--- src/multi_pattern_glob_matcher_unit_defines.svh ---
// Assertion macros used by the matcher top module.
`ifndef MULTI_PATTERN_GLOB_MATCHER_UNIT_DEFINES_SVH
`define MULTI_PATTERN_GLOB_MATCHER_UNIT_DEFINES_SVH
`ifndef SYNTHESIS
// antecedent implies consequent in the same cycle
`define MPGM_ASSERT_NOW(label, ante, cons) \
   label: assert property (@(posedge clock) disable iff (reset) (ante) |-> (cons)) \
      else $error("matcher check failed");
// antecedent implies consequent in the next cycle
`define MPGM_ASSERT_NEXT(label, ante, cons) \
   label: assert property (@(posedge clock) disable iff (reset) (ante) |=> (cons)) \
      else $error("matcher check failed");
`else
`define MPGM_ASSERT_NOW(label, ante, cons)
`define MPGM_ASSERT_NEXT(label, ante, cons)
`endif
`endif

--- src/mpgm_pkg.sv ---
package mpgm_pkg;

   localparam int FUNC_W  = 2;
   localparam int INDEX_W = 4;
   localparam int POS_W   = 5;
   localparam int CHAR_W  = 8;
   localparam int MASK_W  = 16;
   localparam int CFG_W   = 5;
   localparam int REQ_DATA_W = 24;
   localparam int RSP_DATA_W = 24;

   localparam logic [CFG_W-1:0] CFG_RESET = 5'd16;

   localparam logic [FUNC_W-1:0] FUNC_LOAD = 2'd0;
   localparam logic [FUNC_W-1:0] FUNC_CHAR = 2'd1;
   localparam logic [FUNC_W-1:0] FUNC_EOS  = 2'd2;

   localparam logic [CHAR_W-1:0] CH_NUL    = 8'h00;
   localparam logic [CHAR_W-1:0] CH_STAR   = 8'h2A;
   localparam logic [CHAR_W-1:0] CH_QMARK  = 8'h3F;
   localparam logic [CHAR_W-1:0] CH_LBRACK = 8'h5B;
   localparam logic [CHAR_W-1:0] CH_BSLASH = 8'h5C;
   localparam logic [CHAR_W-1:0] CH_BANG   = 8'h21;
   localparam logic [CHAR_W-1:0] CH_DASH   = 8'h2D;
   localparam logic [CHAR_W-1:0] CH_RBRACK = 8'h5D;

   // outcome of one token evaluation
   typedef struct packed {
      logic done;
      logic err;
      logic star;
      logic take;
   } tok_result_type;

endpackage

--- src/mpgm_pattern_ram.sv ---
module mpgm_pattern_ram import mpgm_pkg::*; #(
   parameter int DEPTH = 512,
   parameter int AW    = 9
) (
   input  logic              clock,
   input  logic              wr_en,
   input  logic [AW-1:0]     wr_addr,
   input  logic [CHAR_W-1:0] wr_data,
   input  logic [AW-1:0]     rd_addr,
   output logic [CHAR_W-1:0] rd_data
);

   logic [CHAR_W-1:0] mem [DEPTH];
   logic [CHAR_W-1:0] rd_data_ff;

   // write port and registered read port
   always_ff @(posedge clock) begin
      if (wr_en) begin
         mem[wr_addr] <= wr_data;
      end
      rd_data_ff <= mem[rd_addr];
   end

   assign rd_data = rd_data_ff;

endmodule

--- config.mk ---
export PLATFORM = sky130hd
export DESIGN_NAME = mpgm_pattern_ram
export DESIGN_NICKNAME = d
export VERILOG_FILES = /design/src/multi_pattern_glob_matcher_unit_defines.svh /design/src/mpgm_pkg.sv /design/src/mpgm_pattern_ram.sv
export SDC_FILE = /design/constraint.sdc
export NUM_CORES = 2
export LEC_CHECK = 0
export BUFFER_PORTS_ARGS = -buffer_cell sky130_fd_sc_hd__buf_2
export CAP_MARGIN = 20
export CORE_ASPECT_RATIO = 0.6
export CORE_MARGIN = 2
export CORE_UTILIZATION = 30
export DETAILED_ROUTE_END_ITERATION = 8
export GPL_ROUTABILITY_DRIVEN = 1
export HOLD_SLACK_MARGIN = 0.1
export SETUP_SLACK_MARGIN = 0.2
export SYNTH_ARGS = -nofsm -noshare
export SYNTH_HDL_FRONTEND = slang
export SYNTH_SLANG_ARGS = --single-unit
--- constraint.sdc ---
create_clock -name clock -period 4.3 [get_ports clock]
set_clock_uncertainty 0.15 [all_clocks]
set_input_delay 0.645 -clock clock [delete_from_list [all_inputs] [get_ports clock]]
set_output_delay 0.645 -clock clock [all_outputs]
set_load 0.02 [all_outputs]
==> run metrics <==
Layout Cells excl Fill=between 15,000 and 20,000; fin util=0.347; grt met1 use=0.256; Avg Vias per Cell=5.39; # fillers=49,016; HP Class=in2reg; Mean Syn Cell Area=between 15 and 20 um2; initial antenna violation count=slightly above 40; sequential fraction of the synthesis area=0.770; ys flop type=edfxtp_1; vias=around 86,000; RSZ-0062 raised after global routing=no; Clock Root Buffer=clkbuf_16; post-DP HPWL=~300,000 um; Hold Crit Depth=1; Crit-path slowest cell=nor4_1; Synth Warn #=0; CP max FO=21; total track usage=0.166; final period utilization=0.920; max_cap viols=0; crit-path cells=buf_8, nand2b_4, buf_12, o221ai_1, a21oi_1, nor4_1, buf_4, nand4_1, buf_4, nor4_1, o2111a_1; slowest stage delay, CP=slightly above 0.8 ns; P_leak=a little under 60 nW; Nets=around 8,600; top cell type's share of synthesized area=0.769; TritonRoute pass-1 iters=6; total CTS buffers=345; Critical Path Start Type=input port; Initial Util=0.302; Post-Synthesis Cells=8,030; outcome=finished clean; FP Rows=about 210; I/O Buffers=35; die height=between 500 and 600 um; core area=about 0.53 mm2; clock slew at reported path FFs=around 0.07 ns; share of layout cells above drive strength 1=0.213; die width=between 900 and 1000 um; biggest area consumer among synthesized cells=edfxtp_1; met3 track demand over resource=0.0629; WP data arrival=4.68 ns; vias in the first global route=roughly 83,000; Worst Setup End Kind=flop; CTS tree=done; Slew headroom=0.146; total gr overflow=0; pin count of the biggest net entering global routing=approximately 130; I/O pins=36; Routed WL per cell=between 20 and 30 um; Starting DRT DRC Count=15,582; Area Overhead vs Synth=14.9%; gr busiest metal=met1; final hold violation count=0; worst reg2reg path depth=9; pre-CTS setup slack=-0.398 ns; # DRC=0; number of enable flip-flop cells after synthesis=4,096; ys async rst share=0; Slew Limit Fails=0; worst endpoint required time=5.03 ns; later-pin clock latency in the skew report=0.94 ns; ANT nets after route=0; synthesized net count=8,058; CTS sink count=~4,100; Distinct cells, synth=between 50 and 60; critical path class=in2reg; Setup-failing EPs final=0; measured slew at the worst slew-check pin=~1.3 ns; htree depth=5; post-route setup TNS=0 ns; max frequency=between 200 and 300 MHz; DP Cell Count=~15,000; Area contributors post-synth=edfxtp_1, mux4_2, mux2i_1; Yosys reg bits=4,104; Cell Area, Placed=about 0.17 mm2; setup ws final=about 0.34 ns; VDD IR-drop max=0.324 mV; met2 usage=0.222; drt total wl=between 400,000 and 500,000 um; Die ar.=0.539 mm2; CTS max path bufs=4; P per Cell Area=between 400 and 500 mW/mm2; RePlAce Congestion=around 0.9; Period minus WS final=3.96 ns; first-pass GRT wire length=roughly 650,000 um; Final Cell Area=roughly 0.18 mm2; Cell Area, Synth=approximately 0.16 mm2
==> through the flow <==
stage | hold WS, ns | power (W)
finish | 0.142 | 0.0800
global route | 0.127 | 0.0820
CTS | 0.130 | 0.0803
detailed placement | 0.970 | 0.0494
global placement | 0.976 | 0.0493
floorplan | 0.594 | 0.0470
==> flip-flops by register name (all words and copies together), names as in the netlist <==
name and cells:
mem 4096, rd_data 8
==> cell families (layout without fill, tap and decap cells) <==
group / Yosys count / count (layout) / share of synthesized area
AO/OA/AOI/OAI: 979 / 979 / 0.0431
buffers and inverters: 516 / 1342 / 0.0185
flip-flops: 4104 / 4104 / 0.770
multiplexers: 1451 / 1451 / 0.142
other: 0 / 13 / 0
AND/OR/NAND/NOR: 980 / 980 / 0.0263
==> power breakdown <==
part / switching [W] / internal [W]
logic: 0.00311 / 0.00145
clock network: 0.0146 / 0.0168
registers: 0.0000380 / 0.0440
total: 0.0178 / 0.0623
==> metal layers <==
metal  vias to the layer above  routed length [um]
li1                      34538                   -
met1                     45290              201000
met2                      5672              185000
met3                       607               69500
met4                        10                8930
met5                         -                  67
==> final cells by class <==
class / instances / area (um2) / share of cell area
Sequential cell: 4104 / 123000 / 0.670
Multi-Input combinational cell: 3410 / 34100 / 0.185
Clock buffer: 429 / 9070 / 0.0494
Tap cell: 7106 / 8890 / 0.0484
Timing Repair Buffer: 723 / 6780 / 0.0369
Clock inverter: 187 / 1770 / 0.00963
Antenna cell: 13 / 32.5 / 0.000177
Inverter: 3 / 18.8 / 0.000102
==> cell usage in the layout (no fill, tap or decap), types with 10 or more instances in the layout <==
cell type	instances
edfxtp_1	4096
mux2i_1	797
mux4_2	654
nor2_1	597
buf_4	575
o221ai_1	371
clkbuf_16	350
a21oi_1	194
o22ai_1	163
o21ai_0	118
nor3_1	107
buf_12	105
nand2_1	96
clkbuf_1	77
clkinv_1	68
a22oi_1	61
clkinv_2	58
nand3_1	32
nand4_1	32
nor4_1	30
bufinv_16	29
buf_2	24
and2_1	19
a211oi_1	17
clkinvlp_4	14
diode_2	13
o31ai_1	13
nand2_4	12
buf_8	10
==> worst max-delay path, delay by kind of cell <==
family	cells	cell delay [ns]
buffers and inverters	4	0.95
and+or+nand+nor	4	1.77
AOI/OAI and AO/OA	3	1.14
==> worst paths after layout <==
check	start	endpoint	slack, ns
max reg2reg	mem[282][5]	rd_data[5]	0.70
max	rd_addr[1]	rd_data[5]	0.34
min	wr_data[6]	mem[325][6]	0.14
min reg2reg	mem[296][7]	rd_data[7]	1.01
==> timing repair <==
item,in CTS,in global routing
gates resized for setup,0,0
setup buffers,0,0
hold endpoints to repair,122,0
hold buffers,6,0
==> cell usage after synthesis (all sizes together), types with 2 or more instances <==
| master | instances |
|---|---|
| edfxtp | 4096 |
| mux2i | 797 |
| mux4 | 654 |
| nor2 | 597 |
| o221ai | 372 |
| clkbuf | 265 |
| buf | 248 |
| a21oi | 194 |
| o22ai | 163 |
| o21ai | 119 |
| nand2 | 111 |
| nor3 | 109 |
| a22oi | 61 |
| nand3 | 36 |
| nor4 | 36 |
| nand4 | 32 |
| and2 | 20 |
| a211oi | 17 |
| o31ai | 13 |
| dfxtp | 8 |
| nor3b | 8 |
| o2111a | 8 |
| o41ai | 7 |
| nor2b | 6 |
| o311ai | 6 |
| or3 | 6 |
| a22o | 5 |
| or2 | 5 |
| and3 | 4 |
| and3b | 4 |
| nand2b | 4 |
| a2111oi | 3 |
| inv | 3 |
| o22a | 3 |
| a211o | 2 |
| a31oi | 2 |
| o211ai | 2 |
(Power assumes the default switching activity.)
