$ cat src/multi_pattern_glob_matcher_unit_defines.svh
// Assertion macros used by the matcher top module.
`ifndef MULTI_PATTERN_GLOB_MATCHER_UNIT_DEFINES_SVH
`define MULTI_PATTERN_GLOB_MATCHER_UNIT_DEFINES_SVH
`ifndef SYNTHESIS
// antecedent implies consequent in the same cycle
`define MPGM_ASSERT_NOW(label, ante, cons) \
   label: assert property (@(posedge clock) disable iff (reset) (ante) |-> (cons)) \
      else $error("matcher check failed");
// antecedent implies consequent in the next cycle
`define MPGM_ASSERT_NEXT(label, ante, cons) \
   label: assert property (@(posedge clock) disable iff (reset) (ante) |=> (cons)) \
      else $error("matcher check failed");
`else
`define MPGM_ASSERT_NOW(label, ante, cons)
`define MPGM_ASSERT_NEXT(label, ante, cons)
`endif
`endif

$ cat src/mpgm_pkg.sv
package mpgm_pkg;

   localparam int FUNC_W  = 2;
   localparam int INDEX_W = 4;
   localparam int POS_W   = 5;
   localparam int CHAR_W  = 8;
   localparam int MASK_W  = 16;
   localparam int CFG_W   = 5;
   localparam int REQ_DATA_W = 24;
   localparam int RSP_DATA_W = 24;

   localparam logic [CFG_W-1:0] CFG_RESET = 5'd16;

   localparam logic [FUNC_W-1:0] FUNC_LOAD = 2'd0;
   localparam logic [FUNC_W-1:0] FUNC_CHAR = 2'd1;
   localparam logic [FUNC_W-1:0] FUNC_EOS  = 2'd2;

   localparam logic [CHAR_W-1:0] CH_NUL    = 8'h00;
   localparam logic [CHAR_W-1:0] CH_STAR   = 8'h2A;
   localparam logic [CHAR_W-1:0] CH_QMARK  = 8'h3F;
   localparam logic [CHAR_W-1:0] CH_LBRACK = 8'h5B;
   localparam logic [CHAR_W-1:0] CH_BSLASH = 8'h5C;
   localparam logic [CHAR_W-1:0] CH_BANG   = 8'h21;
   localparam logic [CHAR_W-1:0] CH_DASH   = 8'h2D;
   localparam logic [CHAR_W-1:0] CH_RBRACK = 8'h5D;

   // outcome of one token evaluation
   typedef struct packed {
      logic done;
      logic err;
      logic star;
      logic take;
   } tok_result_type;

endpackage

$ cat src/mpgm_token_eval.sv
module mpgm_token_eval import mpgm_pkg::*; #(
   parameter int LW = 6,
   parameter int IW = 7
) (
   input  logic              clock,
   input  logic              reset,
   input  logic              start,
   input  logic [LW-1:0]     pos_in,
   input  logic [CHAR_W-1:0] char_in,
   input  logic [LW-1:0]     len_in,
   input  logic [CHAR_W-1:0] rd_data,
   output logic [IW-1:0]     fetch_index,
   output tok_result_type    result,
   output logic [IW-1:0]     target
);

   localparam logic [2:0] E_IDLE  = 3'd0;
   localparam logic [2:0] E_TOK   = 3'd1;
   localparam logic [2:0] E_ESC   = 3'd2;
   localparam logic [2:0] E_FIRST = 3'd3;
   localparam logic [2:0] E_TOP   = 3'd4;
   localparam logic [2:0] E_B1    = 3'd5;
   localparam logic [2:0] E_B2    = 3'd6;

   logic [2:0]        state_ff, state_in;
   logic              phase_ff, phase_in;
   logic [IW-1:0]     ix_ff, ix_in;
   logic [CHAR_W-1:0] b0_ff, b0_in;
   logic              hit_ff, hit_in;
   logic              neg_ff, neg_in;
   logic              first_ff, first_in;
   logic [CHAR_W-1:0] bv;
   logic              hit_new;

   // bytes past the pattern end read as zero
   assign bv = (IW'(len_in) > ix_ff) ? rd_data : CH_NUL;
   assign fetch_index = ix_ff;

   always_comb begin
      state_in = state_ff;
      phase_in = phase_ff;
      ix_in    = ix_ff;
      b0_in    = b0_ff;
      hit_in   = hit_ff;
      neg_in   = neg_ff;
      first_in = first_ff;
      result   = '0;
      target   = ix_ff + IW'(1);
      hit_new  = hit_ff | (char_in == b0_ff);
      if (state_ff != E_IDLE && !phase_ff) begin
         // wait for the read data of ix
         phase_in = 1'b1;
      end else begin
         phase_in = 1'b0;
         unique case (state_ff)
            E_IDLE: begin
               if (start) begin
                  ix_in    = IW'(pos_in);
                  hit_in   = 1'b0;
                  neg_in   = 1'b0;
                  first_in = 1'b0;
                  state_in = E_TOK;
               end
            end
            E_TOK: begin
               state_in = E_IDLE;
               result.done = 1'b1;
               unique case (bv)
                  CH_NUL: ;
                  CH_STAR: result.star = 1'b1;
                  CH_QMARK: result.take = 1'b1;
                  CH_BSLASH: begin
                     result.done = 1'b0;
                     ix_in = ix_ff + IW'(1);
                     state_in = E_ESC;
                  end
                  CH_LBRACK: begin
                     result.done = 1'b0;
                     ix_in = ix_ff + IW'(1);
                     state_in = E_FIRST;
                  end
                  default: result.take = (bv == char_in);
               endcase
            end
            E_ESC: begin
               state_in = E_IDLE;
               result.done = 1'b1;
               result.err  = (bv == CH_NUL);
               result.take = (bv == char_in);
            end
            E_FIRST: begin
               if (bv == CH_NUL) begin
                  result.done = 1'b1;
                  result.err  = 1'b1;
                  state_in = E_IDLE;
               end else begin
                  neg_in   = (bv == CH_BANG);
                  ix_in    = (bv == CH_BANG) ? ix_ff + IW'(1) : ix_ff;
                  first_in = 1'b1;
                  state_in = E_TOP;
               end
            end
            E_TOP: begin
               if (bv == CH_NUL) begin
                  result.done = 1'b1;
                  result.err  = 1'b1;
                  state_in = E_IDLE;
               end else if (!first_ff && bv == CH_RBRACK) begin
                  result.done = 1'b1;
                  result.take = (hit_ff != neg_ff);
                  state_in = E_IDLE;
               end else begin
                  b0_in    = bv;
                  ix_in    = ix_ff + IW'(1);
                  first_in = 1'b0;
                  state_in = E_B1;
               end
            end
            E_B1: begin
               if (bv == CH_DASH) begin
                  ix_in    = ix_ff + IW'(1);
                  state_in = E_B2;
               end else begin
                  // single member, then test for the class end
                  hit_in = hit_new;
                  if (bv == CH_NUL) begin
                     result.done = 1'b1;
                     result.err  = 1'b1;
                     state_in = E_IDLE;
                  end else if (bv == CH_RBRACK) begin
                     result.done = 1'b1;
                     result.take = (hit_new != neg_ff);
                     state_in = E_IDLE;
                  end else begin
                     b0_in = bv;
                     ix_in = ix_ff + IW'(1);
                  end
               end
            end
            E_B2: begin
               if (bv != CH_RBRACK) begin
                  hit_in   = hit_ff | ((b0_ff <= char_in) && (char_in <= bv));
                  ix_in    = ix_ff + IW'(1);
                  state_in = E_TOP;
               end else begin
                  // dash before the closing bracket is a plain member
                  hit_in   = hit_new;
                  b0_in    = CH_DASH;
                  state_in = E_B1;
               end
            end
            default: state_in = E_IDLE;
         endcase
      end
   end

   always_ff @(posedge clock) begin
      if (reset) begin
         state_ff <= E_IDLE;
         phase_ff <= 1'b0;
      end else begin
         state_ff <= state_in;
         phase_ff <= phase_in;
      end
      ix_ff    <= ix_in;
      b0_ff    <= b0_in;
      hit_ff   <= hit_in;
      neg_ff   <= neg_in;
      first_ff <= first_in;
   end

endmodule

$ cat config.mk
export PLATFORM = sky130hd
export DESIGN_NAME = mpgm_token_eval
export DESIGN_NICKNAME = d
export VERILOG_FILES = /design/src/multi_pattern_glob_matcher_unit_defines.svh /design/src/mpgm_pkg.sv /design/src/mpgm_token_eval.sv
export SDC_FILE = /design/constraint.sdc
export NUM_CORES = 1
export LEC_CHECK = 0
export BUFFER_PORTS_ARGS = -buffer_cell sky130_fd_sc_hd__buf_4
export CORE_MARGIN = 5
export CORE_UTILIZATION = 28
export DETAILED_ROUTE_END_ITERATION = 10
export GPL_TIMING_DRIVEN = 0
export PLACE_DENSITY = 0.45
export SLEW_MARGIN = 20
export SYNTH_ARGS = -nofsm -noshare
export SYNTH_HDL_FRONTEND = slang
export SYNTH_SLANG_ARGS = --single-unit
export TNS_END_PERCENT = 30
$ cat constraint.sdc
create_clock -name clock -period 3.95 [get_ports clock]
set_input_delay 0.79 -clock clock [delete_from_list [all_inputs] [get_ports clock]]
set_output_delay 0.79 -clock clock [all_outputs]
set_load 0.02 [all_outputs]
==> flow_metrics.tcl <==
set metrics [dict create \
    outcome "complete, but fails checks" \
    failing_checks "negative setup slack" \
    route.vias.total 2173 \
    synth_warn 0 \
    synth_top_cell_by_area "sky130_fd_sc_hd__edfxtp_1" \
    gr-total-overflow 0 \
    route.antenna.remaining_nets 0 \
    synth_cell_type_count 58 \
    grt_antenna_before_repair 0 \
    cp_num_buf_inv 4 \
    grt_pass1_wl_um 11400 \
    rr_endpoint "fetch_index[6]$_SDFFCE_PP0P_" \
    placedInstanceArea_um2 2710 \
    timing.reg2reg.worst_path_depth 9 \
    tightest_slew_ps 897 \
    diodes 0 \
    synth.ff_latch_count 22 \
    ctsHoldBuffers 0 \
    r2r_start "fetch_index[4]$_DFFE_PP_" \
    route.detailed.vias_per_inst 5.04 \
    setup.worst_path.start_class "input port" \
    leakage_power_figure_uw 0.00125 \
    placementRows 32 \
    cts_htree_levels 1 \
    layout.cell_area.non_filler_um2 3000 \
    length_of_the_first_detailed_routing_pass_in_iterations 4 \
    timing.fmax_ghz 0.252 \
    power-per-cell-area_nw_per_um2 274 \
    min_path_cells 2 \
    post_layout_worst_setup_margin_ps -12.3 \
    initialDrtViolationCount 79 \
    num-fill-cells 823 \
    netlist_top_cells_area "sky130_fd_sc_hd__edfxtp_1 24%, sky130_fd_sc_hd__ha_1 13%, sky130_fd_sc_hd__nand2_1 7.0%, sky130_fd_sc_hd__dfxtp_1 3.6%, sky130_fd_sc_hd__inv_1 3.6%" \
    grt_max_degree 13 \
    min_from "state_ff[2]$_SDFFE_PP0P_" \
    post_route_cells_drive_above_1_share_pct 30.4 \
    worstPathArrival_ps 3170 \
    crit_path_max_fanout 6 \
    starting_density_pct 28.7 \
    placed_cells_incl_taps 415 \
    hold_path_class "reg -> reg" \
    clkLatencyLatePin_ps 280 \
    layout.cells.most_common_list "58 x sky130_fd_sc_hd__buf_4, 37 x sky130_fd_sc_hd__nand2_1, 21 x sky130_fd_sc_hd__inv_1" \
    syn-cell-area_um2 2210 \
    crit_family "compound AO/OA/AOI/OAI gates" \
    finalSetupTns_ps -12.3 \
    synthToLayoutAreaGrowth_pct 35.7 \
    drc 0 \
    synth-main-ff-cell "sky130_fd_sc_hd__edfxtp_1" \
    worst_clock_skew_on_the_final_layout_ps 4.90 \
    min_period_over_period_pct 100 \
    tritoncts.num_buffers 3 \
    cap_viol_max_count 0 \
    rsz_0062_raised_after_global_routing "true" \
    tritoncts_num_sinks 22 \
    ff_to_ff_setup_slack_ps 620 \
    first_global_vias 2347 \
    slew_viol_final 0 \
    yosysSeqAreaShare_pct 28.1 \
    ioPinCount 49 \
    syn_nets 318 \
    final-setup-viol-count 1 \
    cts_tree "yes" \
    finalHoldViolCount 0 \
    max_stage_delay_ps 320 \
    critical_path_start_end_classification "in -> out" \
    worst_path_max_delay_cell "sky130_fd_sc_hd__ha_1" \
    timing.critical_path.required_ps 3160 \
    async_flop_share_pct 0 \
    gp_congestion 0.848 \
    core_um2 7690 \
    instances_no_fill 431 \
    post-place-ws_ps -751 \
    gr-usage-all-layers_pct 14.2 \
    final_net_count 384 \
    synthCells 264 \
    place_hpwl_um 5370 \
    hold_path_end "state_ff[2]$_SDFFE_PP0P_" \
    chipWidth_um 98.8 \
    cp-end-kind "primary output" \
    critical-path-top-cell-by-count "sky130_fd_sc_hd__buf_4" \
    ir_drop_mv 0.127 \
    drt_wl_total_um 6850 \
    clkTransAtPathRegs_ps 90 \
    min_clock_period_post_route_ps 3960 \
    mostFrequentLayoutCell "sky130_fd_sc_hd__buf_4" \
    yosys.area.top_type_share_pct 24.5 \
    clock_tree_root_buffer_cell "sky130_fd_sc_hd__clkbuf_8" \
    synth_enable_flop_cells 18 \
    die_area_um2 9760 \
    max-slew-margin-rel_pct 39.7 \
    clockBufferDepth 2 \
    path_cells "buf_4 -> ha_1 -> a21oi_1 -> a21o_1 -> a21oi_4 -> buf_4 -> nand2_1 -> inv_1 -> ha_1 -> nand4_1 -> nor2_2 -> nand4b_1 -> a31oi_2 -> buf_4" \
    chipHeight_um 98.8 \
    synth.avg_cell_area_um2 8.36 \
    wl_per_cell_um 15.9 \
    buffer_ports.inserted 48 \
]
## sequential cells by signal, summed over array words and instances, names as in the netlist
name / count
b0_ff: 8
fetch_index: 7
first_ff: 1
hit_ff: 1
neg_ff: 1
phase_ff: 1
state_ff: 3
## routing by layer
| metal | wire (um) | track usage, % | vias to the layer above |
|---|---|---|---|
| met1 | 3240 | 18.8 | 1004 |
| li1 | - | - | 1101 |
| met2 | 3180 | 23.2 | 57 |
| met3 | 321 | 2.76 | 11 |
| met5 | 0 | 0 | - |
| met4 | 110 | 4.62 | 0 |
## Yosys cell counts (3+ instances only)
master and n:
sky130_fd_sc_hd__nand2_1 41, sky130_fd_sc_hd__ha_1 23, sky130_fd_sc_hd__inv_1 21, sky130_fd_sc_hd__edfxtp_1 18, sky130_fd_sc_hd__nor2_1 16, sky130_fd_sc_hd__o21ai_0 12
sky130_fd_sc_hd__a21oi_1 11, sky130_fd_sc_hd__nand3_1 8, sky130_fd_sc_hd__nor3_1 8, sky130_fd_sc_hd__clkbuf_1 7, sky130_fd_sc_hd__nand2b_1 7, sky130_fd_sc_hd__nand4_1 6
sky130_fd_sc_hd__o21a_1 6, sky130_fd_sc_hd__and3_1 5, sky130_fd_sc_hd__a21o_1 4, sky130_fd_sc_hd__and2_1 4, sky130_fd_sc_hd__dfxtp_1 4, sky130_fd_sc_hd__nor2b_1 4
sky130_fd_sc_hd__nor4_1 4, sky130_fd_sc_hd__a31oi_1 3, sky130_fd_sc_hd__nand3b_1 3, sky130_fd_sc_hd__nand4b_1 3, sky130_fd_sc_hd__xnor2_1 3
## final cells by class
cell class	instances	area, um^2	share of cell area, %
Buffer	7	37.5	1.25
Timing Repair Buffer	61	467	15.6
Tap cell	102	128	4.26
Clock inverter	1	3.75	0.125
Sequential cell	22	621	20.7
Multi-Input combinational cell	214	1620	54.1
Clock buffer	3	41.3	1.38
Inverter	21	78.8	2.63
## kinds of logic (layout without fill, tap and decap cells)
group                      after synthesis  count (layout)  share of synthesized area, %
DFF                                     22              22                          28.1
and+or+nand+nor                        124             124                          31.0
AOI/OAI and AO/OA                       59              59                          19.6
buffers and inverters                   28              93                          4.76
xor gates and xnor gates                 5               5                          1.98
adders and majority gates               23              23                          13.0
muxes                                    3               3                          1.47
## what timing repair did
item | in CTS | in global routing
pin swaps | 10 | 13
setup endpoints to repair | 1 | 2
setup buffers | 6 | 5
gates cloned | 1 | 0
gates resized for setup | 13 | 13
## power breakdown
group          internal (uW)  leakage, uW  total (uW)  switching (uW)
registers                272     0.000203         288            15.3
clock network           69.9    0.0000231         158            88.2
logic                    172      0.00102         376             204
total                    515      0.00125         822             307
## tightest hold or removal path: stages (launching register included)
cell                      delay (ps)
sky130_fd_sc_hd__dfxtp_1         360
sky130_fd_sc_hd__inv_1           150
sky130_fd_sc_hd__o21ai_1          90
## how the worst max path moves through the flow
stage,from,cells past startpoint,slack (ps),to
after floorplan,len_in[4],11,10,result[0]
after global placement,len_in[4],13,-730,result[0]
after detailed placement,len_in[4],13,-750,result[0]
after CTS,len_in[5],13,8,result[0]
after global routing,len_in[4],13,-130,result[0]
final,len_in[2],14,-10,result[0]
## through the flow
step,total power (uW),utilization (%),hold WS [ps]
floorplan,489,-,559
global placement,611,35.1,638
detailed placement,610,35.3,621
CTS,807,37.7,637
global route,875,39.0,693
finish,822,39.0,636
Note: power is estimated with default switching activity, not from simulation.
